===== src/hdl/tcw_pkg.sv =====
// ----------------------------------------------------------------------------
// tcw_pkg: shared definitions of the text console writer
// Widths, codes and the cursor status record used by the console modules.
// ----------------------------------------------------------------------------
package tcw_pkg;

	// Default screen geometry.
	localparam int TCW_COLUMNS = 80;
	localparam int TCW_ROWS    = 25;

	// Field widths. LIN_W covers the largest linear index of any legal geometry.
	localparam int COL_W  = 7;
	localparam int ROW_W  = 5;
	localparam int LIN_W  = 12;
	localparam int CELL_W = 16;
	localparam int POS_W  = 11;

	// Operation codes carried in the input tuser bit.
	localparam logic OP_PUT  = 1'b0;
	localparam logic OP_READ = 1'b1;

	// A space on attribute 0.
	localparam logic [CELL_W-1:0] BLANK_CELL = 16'h0020;

	// Cursor status handed from the cursor unit to the controller.
	typedef struct packed {
		logic [LIN_W-1:0] lin;       // linear cursor index row*COLUMNS+column
		logic [LIN_W-1:0] base;      // physical start of the top logical row
		logic             wrap_last; // the next put scrolls the screen
	} cur_stat_t;

endpackage


===== src/hdl/tcw_cursor.sv =====
// ----------------------------------------------------------------------------
// tcw_cursor: cursor and scroll base of the text console
// Keeps column, row and linear cursor index, and the rotating row base that
// turns a scroll into a base step plus one cleared row.
// ----------------------------------------------------------------------------
module tcw_cursor
	import tcw_pkg::*;
#(
	parameter int COLUMNS = TCW_COLUMNS,
	parameter int ROWS    = TCW_ROWS
) (
	input  logic      clk,
	input  logic      arst_n,
	input  logic      adv,
	output cur_stat_t stat
);

	localparam int CELLS = COLUMNS * ROWS;

	logic [COL_W-1:0] col_q;
	logic [ROW_W-1:0] row_q;
	logic [LIN_W-1:0] lin_q;
	logic [LIN_W-1:0] base_q;
	logic             end_col;
	logic             end_row;
	logic [LIN_W-1:0] base_step;

	assign end_col   = (col_q == COL_W'(COLUMNS - 1));
	assign end_row   = (row_q == ROW_W'(ROWS - 1));
	assign base_step = base_q + LIN_W'(COLUMNS);

	always_ff @(posedge clk or negedge arst_n) begin
		if (!arst_n) begin
			col_q  <= '0;
			row_q  <= '0;
			lin_q  <= '0;
			base_q <= '0;
		end else if (adv) begin
			if (end_col) begin
				col_q <= '0;
				if (end_row) begin
					// The cursor stays on the last row and the screen moves up.
					lin_q  <= LIN_W'((ROWS - 1) * COLUMNS);
					base_q <= (base_step == LIN_W'(CELLS)) ? '0 : base_step;
				end else begin
					row_q <= row_q + 1'b1;
					lin_q <= lin_q + 1'b1;
				end
			end else begin
				col_q <= col_q + 1'b1;
				lin_q <= lin_q + 1'b1;
			end
		end
	end

	assign stat.lin       = lin_q;
	assign stat.base      = base_q;
	assign stat.wrap_last = end_col && end_row;

endmodule


===== config.mk =====
export PLATFORM = sky130hd
export DESIGN_NAME = tcw_cursor
export DESIGN_NICKNAME = d
export VERILOG_FILES = /design/src/hdl/tcw_pkg.sv /design/src/hdl/tcw_cursor.sv
export SDC_FILE = /design/constraint.sdc
export NUM_CORES = 1
export LEC_CHECK = 0
export ABC_AREA = 1
export BUFFER_PORTS_ARGS = -buffer_cell sky130_fd_sc_hd__buf_2
export CAP_MARGIN = 25
export CORE_MARGIN = 10
export CORE_UTILIZATION = 40
export CTS_CLUSTER_DIAMETER = 80
export DETAILED_ROUTE_END_ITERATION = 6
export MAX_ROUTING_LAYER = met4
export SKIP_CTS_REPAIR_TIMING = 1
export SYNTH_ARGS = -nofsm -noshare
export SYNTH_HDL_FRONTEND = slang
export SYNTH_SLANG_ARGS = --single-unit

===== constraint.sdc =====
create_clock -name clk -period 2 [get_ports clk]
set_input_delay 0.1 -clock clk [delete_from_list [all_inputs] [get_ports clk]]
set_output_delay 0.1 -clock clk [all_outputs]
set_load 0.005 [all_outputs]

# Word level (Yosys, flattened, before mapping)

Cells that the tools add are included.

Register bits after elaboration: 36
Logic and storage cells: 19

Bitwise operators: 1
Add/subtract/negate cells: 4
Eq/ne operators: 3
Reductions and logical operators: 3
Multiplexer cells: 4

Operators by type and width:

| cell                                                              | count |
|---|---|
| 12-bit two-way mux                                                | 3 |
| 12-bit by 1-bit adder with 12-bit output, second input constant   | 1 |
| 12-bit by 7-bit adder with 12-bit output, second input constant   | 1 |
| 12-bit by 11-bit == test with 1-bit output, second input constant | 1 |
| 7-bit by 1-bit adder with 7-bit output, second input constant     | 1 |
| 7-bit == test, second input constant                              | 1 |
| 7-bit two-way mux                                                 | 1 |
| 3-bit AND reduction                                               | 2 |
| 5-bit by 1-bit adder with 5-bit output, second input constant     | 1 |
| 5-bit == test, second input constant                              | 1 |
| 1-bit logical AND                                                 | 1 |
| 1-bit inverter                                                    | 1 |

# Longest topological paths before layout

Depth in word-level cells: 3
Depth in mapped cells: 10
Mapped depth without buffers: 10

# Worst setup path before layout

OpenSTA, ideal clock, no wires.

Path type: register to register
From: reg base_q[4]
To: reg base_q[10]
Setup time: 0.117 ns
Period minus slack after synthesis: 1.526 ns
Setup slack: 0.474 ns
Path buffers: 0
Cell stages (with the launch flop): 10
Arrival: 1.410 ns
Path through: dfrtp_1 -> ha_1 -> inv_1 -> nand2_1 -> nand2_1 -> inv_1 -> nor3_1 -> nand3_4 -> nand2_1 -> nand2_1

Word-level cells in the longest chain between the ends: 3

Ends and longest elaborated chain:

| item                                       | RTL line         | text |
|---|---|---|
| start: declaration                         | tcw_cursor.sv:23 | `logic [LIN_W-1:0] base_q;` |
| start signal: assignment                   | tcw_cursor.sv:44 | `base_q <= (base_step == LIN_W'(CELLS)) ? '0 : base_step;` |
| 12-bit by 7-bit adder with 12-bit output * | tcw_cursor.sv:30 | `assign base_step = base_q + LIN_W'(COLUMNS);` |
| 12-bit by 11-bit == test with 1-bit output | tcw_cursor.sv:44 |  |
| 12-bit two-way mux *                       | tcw_cursor.sv:44 |  |

Mark *: on every way between the ends. The rest lies on a longest branch, timed or not.
A chain may end at the register's enable or synchronous reset.

# Worst setup path in the final report

Ends and elaborated chain as after synthesis.

==> key figures <==
Status
  – Status: finished, final reports clean

Synth
  – #FFs+latches synth: 32
  – Synth Warn #: 0
  – Cells after synthesis: 236
  – Netlist cell types: 32
  – Post-synthesis sequential area ratio: 43.4%
  – Synthesized area per cell: 7.81 µm²
  – Syn Std Cell Area: 1840 µm²

Finish
  – Antenna fix cells: 0
  – Commonest non-fill, non-tap cells in the layout: 70 x nand2_1, 32 x dfrtp_1, 27 x inv_1
  – Nets@finish: 273
  – Leading cell type in the layout, fill and taps excluded: nand2_1
  – Area growth, synth to finish: 13.3%
  – Layout cell share with drive strength beyond 1: 18.5%
  – Non-Filler Instances: 317

Setup path
  – R2R depth: 9
  – Worst setup EP type: flip-flop
  – Critical setup path kind: flip-flop to flip-flop
  – Reg2Reg Setup Slack: 0.30 ns
  – Worst EP required: 2.17 ns
  – Max Fanout on Critical Path: 6
  – R2R Path End: base_q[10]$_DFFE_PN0P_
  – Reg2reg start: base_q[4]$_DFFE_PN0P_
  – Critical path data arrival time: 1.87 ns
  – Crit path launch type: flip-flop

Route
  – Initial drt markers: 67
  – Pre-antenna DRT Iters: 6
  – Via count: 1465
  – Wire per inst: 11.6 µm
  – Routed WL: 3.69 mm
  – Detail Route Antenna Nets: 0
  – Vias per cell: 4.62
  – Remaining DRCs: 0

Die
  – Die area: 7720 µm²
  – Boundary pin count: 28
  – Initial Util: 41.8%
  – Site Rows: 24
  – Die W: 87.9 µm
  – Core Box Area: 4410 µm²
  – Die height: 87.9 µm

Timing
  – Minimum clock period: 1.70 ns
  – Fin crit share: 85.1%
  – Final setup fails: 0
  – Fmax: 587 MHz
  – Clock Skew: 0.00654 ns
  – Worst Tran Pin Value: 0.713 ns
  – Fin. max-slew vios: 0
  – RSZ-0062 raised after global routing: false
  – TNS Setup: 0 ns
  – Final hold viol count: 0
  – Slew headroom: 52.5%

CTS
  – Clk Latency, worst-skew pair: 0.28 ns
  – Clock sink total: 32
  – CTS clk-pin slew, worst paths: 0.07 ns
  – Clock Tree Root: clkbuf_8
  – Max clock buf depth: 2
  – H-tree levels: 2
  – CTS tree: built
  – CTS buffer count: 5

Power
  – Worst vdd ir: 0.455 mV
  – Pleak: 1.12 nW
  – Pwr dens: 929 nW/µm²

GRT
  – Largest net degree at the start of global routing: 33
  – Total track usage: 10.8%
  – Vias in the first global route: 1400
  – Antenna violations before repair: 0
  – Grt ovf: 0
  – Global-route wire length before repair: 6.46 mm

Placed design
  – HPWL after DPL: 2.74 mm
  – RePlAce Congestion: 0.775
  – Buffers on Ports: 23
  – Dpl cells: 308

Hold path
  – Hold endpoint: col_q[1]$_DFFE_PN0P_
  – Min-delay worst type: input port to flip-flop
  – Min-delay src: adv
  – Hold depth: 3

Flow run
  – MaxCap Viol Count: 0
[cell families after synthesis]
group | count (synthesis) | synth area share, %
flops | 32 | 43.4
buf+inv | 37 | 8.96
fa+ha+maj | 6 | 4.07
other cells | 1 | 0.203
xor+xnor | 7 | 3.33
compound gates | 17 | 5.23
simple gates | 136 | 34.8
[power breakdown]
part	internal (mW)	switching [mW]
registers	0.803	0.154
clock network	0.280	0.230
logic	0.217	0.256
total	1.30	0.639
[worst max-delay path: stages (launching register included)]
cell and delay [ns]:
dfrtp_1 0.43, ha_1 0.23, inv_1 0.05, nand2_1 0.11
nand2_1 0.10, inv_1 0.06, nor3_1 0.32, nand3_4 0.15
nand2_1 0.09, nand2_1 0.05
[Yosys cell counts, drive strengths merged]
cell    count  area [µm²]
xnor2       3        26.3
inv        31         119
o21a        2        15.0
dfrtp      32         801
a211o       1        8.76
buf         6        46.3
nor2       34         176
ha          6        75.1
a21oi       8        40.0
o21ai       5        25.0
nor3        4        20.0
a211oi      1        7.51
nand2      74         293
nand4       2        18.8
nor3b       1        7.51
nand3      19         113
conb        1        3.75
or2         2        12.5
xor2        4        35.0
[layer usage]
metal / GRT usage (%) / vias up / share of wire, %
met5: - / - / 0
met1: 14.5 / 651 / 51
li1: - / 780 / -
met4: 5.65 / 0 / 2.0
met3: 2.23 / 5 / 4.3
met2: 14.7 / 29 / 43
[area by class of cell]
cell class	instances	area (µm²)
timing repair buffer	24	125
fill	453	2330
sequential	32	801
multi-input combinational	170	888
inverter	31	119
clock buffer	8	90.1
tap	52	65.1
[state kept, by name, indices dropped and copies added, names as in the netlist]
name    flops
base_q      8
col_q       7
lin_q      12
row_q       5
[metrics by stage]
stage	utilization, %	area, µm²	setup WS, ns	power [mW]	hold slack, ns
global route	47.3	2090	0.184	2.09	0.178
finish	47.3	2090	0.298	1.94	0.143
global placement	45.0	1990	0.322	1.44	0.203
detailed placement	45.0	1990	0.312	1.45	0.204
CTS	47.1	2080	0.298	1.97	-0.102
floorplan	-	1850	0.474	1.28	-0.196
[worst max path at each step]
| stage | start | end | slack (ns) |
|---|---|---|---|
| floorplan | base_q[4]$_DFFE_PN0P_ | base_q[10]$_DFFE_PN0P_ | 0.47 |
| global placement | base_q[4]$_DFFE_PN0P_ | base_q[6]$_DFFE_PN0P_ | 0.32 |
| detailed placement | base_q[4]$_DFFE_PN0P_ | base_q[7]$_DFFE_PN0P_ | 0.31 |
| CTS | base_q[4]$_DFFE_PN0P_ | base_q[7]$_DFFE_PN0P_ | 0.30 |
| global route | base_q[4]$_DFFE_PN0P_ | base_q[7]$_DFFE_PN0P_ | 0.18 |
| finish | base_q[4]$_DFFE_PN0P_ | base_q[10]$_DFFE_PN0P_ | 0.30 |
No activity file was read; power rests on OpenSTA's default activity.
